File: src/hw/rtl/wrsi_pkg.sv
// Shared types and constants for the Wilder RSI stream block.
`default_nettype none

package wrsi_pkg;

  localparam int PERIOD_W = 8;
  localparam int MUL_IDX_W = $clog2(PERIOD_W);
  localparam int INDEX_W = 9;
  localparam int RSI_W = 23;
  localparam int RSI_FRAC = 16;
  localparam int RSI_INT_W = RSI_W - RSI_FRAC;

  localparam logic [PERIOD_W-1:0] PERIOD_RESET = 8'd14;
  localparam logic [INDEX_W-1:0] INDEX_CAP = 9'd256;
  localparam logic [RSI_W-1:0] RSI_FULL_SCALE = 23'd6553600;

  typedef struct packed {
    logic clear;
    logic accum;
    logic load_div;
    logic load_mac;
    logic mac_step;
    logic mac_bit;
    logic div_step;
    logic commit;
  } lane_ctl_t;

endpackage

`default_nettype wire

File: src/hw/rtl/wrsi_in_if.sv
// Price sample channel.
`default_nettype none

interface wrsi_in_if #(
  parameter int PRICE_WIDTH = 32
);
  logic                   valid;
  logic                   ready;
  logic [PRICE_WIDTH-1:0] price;
  logic                   series_start;

  modport source (output valid, price, series_start, input ready);
  modport sink (input valid, price, series_start, output ready);
endinterface

`default_nettype wire

File: src/hw/rtl/wrsi_out_if.sv
// RSI result channel.
`default_nettype none

interface wrsi_out_if import wrsi_pkg::*; ();
  logic             valid;
  logic             ready;
  logic [RSI_W-1:0] rsi_value;
  logic             rsi_valid;

  modport source (output valid, rsi_value, rsi_valid, input ready);
  modport sink (input valid, rsi_value, rsi_valid, output ready);
endinterface

`default_nettype wire

File: src/hw/rtl/wilder_rsi_stream.sv
// Top level of the streaming RSI block with Wilder smoothing.
//
//  channel      dir   payload                          beat when
//  samples      in    price, series_start              samples.valid && samples.ready
//  results      out   rsi_value, rsi_valid             results.valid && results.ready
//  cfg_wr_*     in    smoothing period (8 bits)        cfg_wr_en
//
// A series start or a warm-up sample goes straight from ST_IDLE to ST_FIN. The sample
// that completes the initial average passes ST_LOAD, the bit-serial divide by the
// period (ST_DIV), ST_COMMIT, ST_RSI_A, ST_RSI_B and the 23-step RSI divide (ST_RSI_DIV);
// a smoothing sample takes the bit-serial multiply (ST_MAC) in place of ST_LOAD.
// Reset is synchronous and needs no clearing pass; the output register lets the next
// sample in while a result waits.
`default_nettype none

module wilder_rsi_stream import wrsi_pkg::*; #(
  parameter int PRICE_WIDTH = 32,
  parameter int AVERAGE_FRAC_BITS = 16
) (
  input  wire logic                clk,
  input  wire logic                rst,
  wrsi_in_if.sink                  samples,
  wrsi_out_if.source               results,
  input  wire logic                cfg_wr_en,
  input  wire logic [PERIOD_W-1:0] cfg_wr_data
);

  localparam int AW = PRICE_WIDTH + AVERAGE_FRAC_BITS + PERIOD_W;
  localparam int VW = AW + PERIOD_W;
  localparam int NW = AW + 7;
  localparam int CW = $clog2(VW);

  typedef enum logic [3:0] {
    ST_IDLE, ST_LOAD, ST_MAC, ST_DIV, ST_COMMIT, ST_RSI_A, ST_RSI_B, ST_RSI_DIV, ST_FIN
  } state_t;

  state_t                 state;
  logic [PERIOD_W-1:0]    period;
  logic [PRICE_WIDTH-1:0] prev;
  logic [INDEX_W-1:0]     idx;
  logic [CW-1:0]          cnt;
  logic                   res_live;

  logic [NW-1:0]          t_sum;
  logic [AW:0]            den;
  logic                   lzero;
  logic [AW:0]            r;
  logic [RSI_W-1:0]       nl;
  logic [RSI_W-1:0]       q;

  logic [PERIOD_W-1:0]    p_eff;
  logic [PERIOD_W-1:0]    p_less;
  logic [INDEX_W-1:0]     idx_next;
  logic                   accept;
  logic                   rising;
  logic [PRICE_WIDTH-1:0] diff;
  logic [AW-1:0]          up_x;
  logic [AW-1:0]          down_x;
  logic [AW-1:0]          gain;
  logic [AW-1:0]          loss;
  lane_ctl_t              gain_ctl;
  lane_ctl_t              loss_ctl;
  logic [NW-1:0]          n_full;
  logic [AW+1:0]          rt;
  logic                   ge;

  assign p_eff = (period == '0) ? PERIOD_W'(1) : period;
  assign p_less = p_eff - PERIOD_W'(1);
  assign idx_next = (idx == INDEX_CAP) ? idx : idx + INDEX_W'(1);
  assign samples.ready = state == ST_IDLE;
  assign accept = samples.valid && samples.ready;

  assign rising = samples.price > prev;
  assign diff = rising ? samples.price - prev : prev - samples.price;
  assign up_x = rising ? AW'(diff) << AVERAGE_FRAC_BITS : '0;
  assign down_x = rising ? '0 : AW'(diff) << AVERAGE_FRAC_BITS;

  always_comb begin
    gain_ctl = '0;
    gain_ctl.clear = accept && samples.series_start;
    gain_ctl.accum = accept && !samples.series_start && idx_next <= {1'b0, p_eff};
    gain_ctl.load_mac = accept && !samples.series_start && idx_next > {1'b0, p_eff};
    gain_ctl.load_div = state == ST_LOAD;
    gain_ctl.mac_step = state == ST_MAC;
    gain_ctl.mac_bit = p_less[cnt[MUL_IDX_W-1:0]];
    gain_ctl.div_step = state == ST_DIV;
    gain_ctl.commit = state == ST_COMMIT;
    loss_ctl = gain_ctl;
  end

  wrsi_lane #(.AVG_W(AW)) u_gain (
    .clk     (clk),
    .rst     (rst),
    .ctl     (gain_ctl),
    .x       (up_x),
    .divisor (p_eff),
    .avg     (gain)
  );

  wrsi_lane #(.AVG_W(AW)) u_loss (
    .clk     (clk),
    .rst     (rst),
    .ctl     (loss_ctl),
    .x       (down_x),
    .divisor (p_eff),
    .avg     (loss)
  );

  // The numerator is gain * 100 * 2^16; gain * 100 is gain * 64 + gain * 32 + gain * 4.
  assign n_full = t_sum + (NW'(gain) << 2);
  assign rt = {r, nl[RSI_W-1]};
  assign ge = rt >= {1'b0, den};

  always_ff @(posedge clk) begin
    if (rst) begin
      state <= ST_IDLE;
      period <= PERIOD_RESET;
      prev <= '0;
      idx <= '0;
      cnt <= '0;
      res_live <= 1'b0;
      results.valid <= 1'b0;
    end else begin
      if (cfg_wr_en) begin
        period <= cfg_wr_data;
      end
      if (state == ST_FIN && (!results.valid || results.ready)) begin
        results.valid <= 1'b1;
        results.rsi_valid <= res_live;
        results.rsi_value <= !res_live ? '0 : (lzero ? RSI_FULL_SCALE : q);
      end else if (results.ready) begin
        results.valid <= 1'b0;
      end
      case (state)
        ST_IDLE: begin
          cnt <= '0;
          if (accept) begin
            prev <= samples.price;
            if (samples.series_start) begin
              idx <= '0;
              res_live <= 1'b0;
              state <= ST_FIN;
            end else begin
              idx <= idx_next;
              res_live <= idx_next >= {1'b0, p_eff};
              if (idx_next < {1'b0, p_eff}) begin
                state <= ST_FIN;
              end else if (idx_next == {1'b0, p_eff}) begin
                state <= ST_LOAD;
              end else begin
                state <= ST_MAC;
              end
            end
          end
        end
        ST_LOAD: begin
          state <= ST_DIV;
        end
        ST_MAC: begin
          if (cnt == CW'(PERIOD_W - 1)) begin
            cnt <= '0;
            state <= ST_DIV;
          end else begin
            cnt <= cnt + CW'(1);
          end
        end
        ST_DIV: begin
          if (cnt == CW'(VW - 1)) begin
            cnt <= '0;
            state <= ST_COMMIT;
          end else begin
            cnt <= cnt + CW'(1);
          end
        end
        ST_COMMIT: begin
          state <= ST_RSI_A;
        end
        ST_RSI_A: begin
          t_sum <= (NW'(gain) << 6) + (NW'(gain) << 5);
          den <= (AW + 1)'(gain) + (AW + 1)'(loss);
          lzero <= loss == '0;
          state <= ST_RSI_B;
        end
        ST_RSI_B: begin
          r <= (AW + 1)'(n_full >> RSI_INT_W);
          nl <= RSI_W'(n_full[RSI_INT_W-1:0]) << RSI_FRAC;
          state <= ST_RSI_DIV;
        end
        ST_RSI_DIV: begin
          r <= ge ? (AW + 1)'(rt - {1'b0, den}) : rt[AW:0];
          nl <= nl << 1;
          q <= {q[RSI_W-2:0], ge};
          if (cnt == CW'(RSI_W - 1)) begin
            cnt <= '0;
            state <= ST_FIN;
          end else begin
            cnt <= cnt + CW'(1);
          end
        end
        ST_FIN: begin
          if (!results.valid || results.ready) begin
            state <= ST_IDLE;
          end
        end
        default: begin
          state <= ST_IDLE;
        end
      endcase
    end
  end

  a_warmup_zero: assert property (@(posedge clk) disable iff (rst)
    results.valid && !results.rsi_valid |-> results.rsi_value == '0)
    else $error("warm-up result carries a nonzero RSI");

  a_rsi_range: assert property (@(posedge clk) disable iff (rst)
    results.valid |-> results.rsi_value <= RSI_FULL_SCALE)
    else $error("RSI above full scale");

  a_index_cap: assert property (@(posedge clk) disable iff (rst)
    idx <= INDEX_CAP)
    else $error("sample index beyond its cap");

  a_one_at_a_time: assert property (@(posedge clk) disable iff (rst)
    samples.valid && samples.ready |=> !samples.ready)
    else $error("new sample taken while one is in progress");

endmodule

`default_nettype wire

File: src/hw/rtl/wrsi_lane.sv
// One average lane: accumulator, bit-serial multiply and bit-serial divide by the period.
`default_nettype none

module wrsi_lane import wrsi_pkg::*; #(
  parameter int AVG_W = 56
) (
  input  wire logic                clk,
  input  wire logic                rst,
  input  wire lane_ctl_t           ctl,
  input  wire logic [AVG_W-1:0]    x,
  input  wire logic [PERIOD_W-1:0] divisor,
  output      logic [AVG_W-1:0]    avg
);

  localparam int VW = AVG_W + PERIOD_W;

  logic [VW-1:0]       v;
  logic [VW-1:0]       m;
  logic [PERIOD_W-1:0] rem;
  logic [PERIOD_W:0]   rt;
  logic                ge;

  assign rt = {rem, v[VW-1]};
  assign ge = rt >= {1'b0, divisor};

  always_ff @(posedge clk) begin
    if (rst) begin
      avg <= '0;
    end else if (ctl.clear) begin
      avg <= '0;
    end else if (ctl.accum) begin
      avg <= avg + x;
    end else if (ctl.commit) begin
      avg <= v[AVG_W-1:0];
    end
  end

  // The quotient bits enter at the bottom of v as the dividend leaves at the top.
  always_ff @(posedge clk) begin
    if (ctl.load_div) begin
      v <= VW'(avg);
      rem <= '0;
    end else if (ctl.load_mac) begin
      v <= VW'(x);
      m <= VW'(avg);
      rem <= '0;
    end else if (ctl.mac_step) begin
      if (ctl.mac_bit) begin
        v <= v + m;
      end
      m <= m << 1;
    end else if (ctl.div_step) begin
      rem <= ge ? PERIOD_W'(rt - {1'b0, divisor}) : rt[PERIOD_W-1:0];
      v <= {v[VW-2:0], ge};
    end
  end

endmodule

`default_nettype wire
File: src/flat_wrapper.sv
// flat-port wrapper written by rule: the top's interface ports become plain ports
module wilder_rsi_stream_flat import wrsi_pkg::*;
#(
  parameter int PRICE_WIDTH = 32,
  parameter int AVERAGE_FRAC_BITS = 16
)
  (clk, rst, cfg_wr_en, cfg_wr_data, samples_valid, samples_price, samples_series_start, samples_ready, results_valid, results_rsi_value, results_rsi_valid, results_ready);
  wrsi_in_if #(.PRICE_WIDTH(PRICE_WIDTH)) samples_i ();
  wrsi_out_if results_i ();
  input  wire logic clk;
  input  wire logic rst;
  input  wire logic cfg_wr_en;
  input  wire logic [PERIOD_W-1:0] cfg_wr_data;
  input wire logic [$bits(samples_i.valid)-1:0] samples_valid;
  input wire logic [$bits(samples_i.price)-1:0] samples_price;
  input wire logic [$bits(samples_i.series_start)-1:0] samples_series_start;
  output wire logic [$bits(samples_i.ready)-1:0] samples_ready;
  output wire logic [$bits(results_i.valid)-1:0] results_valid;
  output wire logic [$bits(results_i.rsi_value)-1:0] results_rsi_value;
  output wire logic [$bits(results_i.rsi_valid)-1:0] results_rsi_valid;
  input wire logic [$bits(results_i.ready)-1:0] results_ready;
  assign samples_i.valid = samples_valid;
  assign samples_i.price = samples_price;
  assign samples_i.series_start = samples_series_start;
  assign samples_ready = samples_i.ready;
  assign results_valid = results_i.valid;
  assign results_rsi_value = results_i.rsi_value;
  assign results_rsi_valid = results_i.rsi_valid;
  assign results_i.ready = results_ready;
  wilder_rsi_stream #(.PRICE_WIDTH(PRICE_WIDTH), .AVERAGE_FRAC_BITS(AVERAGE_FRAC_BITS)) u_core (.clk(clk), .rst(rst), .samples(samples_i), .results(results_i), .cfg_wr_en(cfg_wr_en), .cfg_wr_data(cfg_wr_data));
endmodule
File: config.mk
export PLATFORM = sky130hd
export DESIGN_NAME = wilder_rsi_stream_flat
export DESIGN_NICKNAME = d
export VERILOG_FILES = /design/src/hw/rtl/wrsi_pkg.sv /design/src/hw/rtl/wrsi_in_if.sv /design/src/hw/rtl/wrsi_out_if.sv /design/src/hw/rtl/wilder_rsi_stream.sv /design/src/hw/rtl/wrsi_lane.sv /design/src/flat_wrapper.sv
export SDC_FILE = /design/constraint.sdc
export NUM_CORES = 2
export LEC_CHECK = 0
export BUFFER_PORTS_ARGS = -buffer_cell sky130_fd_sc_hd__buf_2
export CAP_MARGIN = 20
export CORE_MARGIN = 3
export CORE_UTILIZATION = 45
export CTS_CLUSTER_SIZE = 25
export DETAILED_ROUTE_END_ITERATION = 6
export GPL_ROUTABILITY_DRIVEN = 0
export SYNTH_ARGS = -nofsm -noshare
export SYNTH_HDL_FRONTEND = slang
export SYNTH_SLANG_ARGS = --single-unit
File: constraint.sdc
create_clock -name clk -period 9.2 [get_ports clk]
set_clock_uncertainty 0.2 [all_clocks]
set_input_delay 0.46 -clock clk [delete_from_list [all_inputs] [get_ports clk]]
set_output_delay 0.46 -clock clk [all_outputs]
set_load 0.005 [all_outputs]
==> results.py <==
metrics = {
    "synthesis": {
        "yosysSeqAreaShare": 0.333,
        "synth_edf_count": 465,
        "yosys_warnings": 0,
        "syn_nets": 7096,
        "synth.largest_area_cell": "edfxtp_1",
        "synth_top_area_frac": 0.257,
        "yosysUniqueCellTypes": 103,
        "synth.area.top_cells": "edfxtp_1, ha_1, dfxtp_1",
        "synth_top_flop_cell": "edfxtp_1",
        "netlist_area_mm2": 0.0543,
        "ys_async_sr_fraction": 0,
        "syn-instance-count": 6533,
        "ys_ff_latch": 670,
        "avgSynthCellArea_um2": 8.31,
    },
    "routing": {
        "firstDrtPassIters": 5,
        "drt_wl_total_um": 163000,
        "wl_per_cell_um": 20.1,
        "vias": 48265,
        "via_per_inst": 5.94,
        "ant_nets": 0,
        "drc_errors": 0,
        "drtIter0Drc": 3747,
    },
    "floorplan": {
        "chipWidth_um": 353,
        "die_h_um": 353,
        "die_area_mm2": 0.125,
        "pin_count": 72,
        "core_area_mm2": 0.119,
        "start_util": 0.457,
        "rows": 126,
    },
    "setup_path": {
        "worstPathRequired_ns": 9.56,
        "critPathCaptureType": "flip-flop",
        "slowest_delay_ns": 0.70,
        "worstSetupEndpoint": "u_core.u_gain.avg[54]",
        "r2r-end": "u_core.u_gain.avg[54]",
        "cpMaxStageDelayCell": "a31o_2",
        "path_common_cell": "a21oi_1",
        "ff2ff_path_depth": 26,
        "crit_start": "samples_price[0]",
        "critical_path_class": "in2reg",
        "rrSetupSlack_ns": 1.41,
        "cp.arrival_ns": 8.30,
        "r2r-start": "u_core.prev[0]",
        "cp_max_fo": 31,
        "critPathLaunchType": "input port",
    },
    "power": {
        "power_density_mw_per_mm2": 139,
        "peakVddDrop_uv": 160,
        "p_leak_nw": 24.8,
    },
    "place": {
        "placed_cells": 7924,
        "dpl.hpwl_um": 120000,
        "port_buffers": 71,
        "place_area_mm2": 0.0559,
        "pre_cts_slack_ns": 1.21,
    },
    "clock_tree": {
        "cts_resized": 0,
        "clock_latency_ns": 0.67,
        "post-cts-setup-buffers": 0,
        "clk_path_buf_depth": 3,
        "h-tree-depth": 3,
        "clock_sinks": 670,
        "cts-root-buf": "clkbuf_16",
        "path_clk_slew_ns": 0.06,
        "ctsHoldBuffers": 47,
        "cts-buffers-inserted": 80,
        "cts_tree": "built",
    },
    "sta": {
        "fin_crit_ns": 7.94,
        "timing.final.ws_setup_ns": 1.26,
        "timing.fmax_mhz": 126,
        "hold_violations": 0,
        "holdWs_ns": 0.0440,
        "rsz0062_at_grt": "no",
        "slew_violations": 0,
        "setup_viol": 0,
        "post-route-period-util": 0.863,
        "fin_setup_tns_ns": 0,
        "relSlewSlack": 0.239,
        "worst_slew_pin_slew_ns": 1.13,
    },
    "layout": {
        "final_cell_area_mm2": 0.0592,
        "fin_nets": 7017,
        "area_growth_pct": 8.96,
        "drive_above_1_share": 0.0504,
        "fin_cells": 8124,
    },
    "job": {
        "drv_cap": 0,
    },
    "global_route": {
        "antenna_found_initial": 0,
        "grt_pass1_vias": 45600,
        "grt_max_degree": 90,
        "track_usage": 0.253,
        "grt.overflow.total": 0,
        "grt_pass1_wl_um": 256000,
    },
    "outcome": {
        "status": "completed",
    },
    "hold_path": {
        "hold_class": "in2reg",
    },
}
-- critical path, delay by kind of cell --
family	cells	cell delay, ns
AOI/OAI and AO/OA	16	4.77
and+or+nand+nor	6	1.36
adders and majority gates	3	0.92
buffers and inverters	4	0.75
-- stage by stage --
| step | total power (W) | utilization |
|---|---|---|
| 6_report | 0.00821 | 0.498 |
| 5_1_grt | 0.00856 | 0.498 |
| 4_1_cts | 0.00826 | 0.498 |
| 3_5_place_dp | 0.00483 | 0.470 |
| 3_3_place_gp | 0.00482 | 0.470 |
| 2_1_floorplan | 0.00444 | - |
-- cells in the mapped netlist (11+ instances only) --
master / n
nand2_1: 919
a21oi_1: 708
nor2_1: 516
ha_1: 505
edfxtp_1: 465
o21ai_0: 416
a21o_1: 286
clkbuf_1: 282
inv_1: 272
xnor2_1: 249
dfxtp_1: 205
xor2_1: 180
nand3_1: 112
nor3_1: 103
a211oi_1: 94
nand4_1: 91
o21bai_1: 77
nand2b_1: 76
a31oi_1: 68
and2_1: 68
nor2b_1: 66
o211ai_1: 66
a221oi_1: 56
a22oi_1: 51
and3_1: 49
o21a_1: 49
o31ai_1: 45
or3_1: 32
nor4_1: 29
mux2i_1: 24
buf_2: 23
o22ai_1: 23
o21ai_1: 19
or2_2: 19
a41oi_1: 17
a21boi_0: 16
buf_1: 15
nor3b_1: 15
a221o_1: 13
fa_1: 12
a211o_1: 11
a31o_2: 11
o2111ai_1: 11
o31a_1: 11
-- flip-flops by register name (all words and copies together) (netlist names) --
register                  flops
u_core.res_live               1
u_core.nl                     5
u_core.u_loss.rem             8
u_core.u_gain.avg            56
u_core.r                     57
u_core.u_loss.v              64
u_core.u_loss.avg            56
u_core.results.rsi_value     23
u_core.idx                    9
u_core.den                   57
u_core.state                  4
u_core.prev                  32
u_core.u_gain.v              64
u_core.period                 8
u_core.u_gain.rem             8
u_core.cnt                    6
u_core.t_sum                 58
u_core.results.rsi_valid      1
u_core.q                     23
u_core.lzero                  1
u_core.results.valid          1
u_core.u_gain.m              64
u_core.u_loss.m              64
-- area by class of cell --
cell class | instances | area (um^2)
Timing Repair Buffer | 161 | 1180
Sequential cell | 670 | 18100
Clock inverter | 31 | 399
Tap cell | 1600 | 2000
Inverter | 273 | 1030
Fill cell | 11437 | 59700
Antenna cell | 2 | 5.00
Clock buffer | 119 | 2390
Multi-Input combinational cell | 5268 | 34100
-- how the worst min path moves through the flow --
stage	from	end	slack (ns)	cells past startpoint
3_5_place_dp	u_core.q[14]	u_core.q[15]	0.22	0
5_1_grt	cfg_wr_en	u_core.period[6]	0.06	3
4_1_cts	cfg_wr_en	u_core.period[3]	0.0009	2
6_report	cfg_wr_en	u_core.period[3]	0.04	2
3_3_place_gp	u_core.q[7]	u_core.q[8]	0.22	0
2_1_floorplan	u_core.q[9]	u_core.q[10]	0.22	0
-- report_power, final --
group	internal, W	leakage (nW)	switching [W]
clock	0.00205	1.36	0.00134
sequential	0.00328	5.87	0.000118
combinational	0.000544	17.6	0.000875
total	0.00588	24.8	0.00233
-- cell families (layout without fill, tap and decap cells) --
family,after synthesis,in the layout,share of synthesized area
flops,670,670,0.333
simple gates,2132,2132,0.177
other cells,0,2,0
mux,30,30,0.00588
buf+inv,595,584,0.0418
xor+xnor,429,429,0.0692
fa+ha+maj,517,517,0.121
compound gates,2160,2160,0.253
-- metal layers --
layer	up-vias	GRT usage	routed length, um
met5	-	0	0
met2	1500	0.398	71300
met1	22861	0.366	76900
met3	205	0.0233	10400
li1	23699	-	-
met4	0	0.0810	4880
-- cells in the final DEF, fill, tap and decap left out, drive strengths merged, types with 76 or more instances in the layout --
cell / count
xnor2: 249
o21bai: 77
a211oi: 96
a21o: 286
inv: 275
nand2b: 76
xor2: 180
buf: 114
a21oi: 710
edfxtp: 465
ha: 505
o21ai: 437
nand2: 919
nand3: 112
clkbuf: 119
nor2: 517
nor3: 104
dfxtp: 205
nand4: 91
No activity file was read; power rests on OpenSTA's default activity.
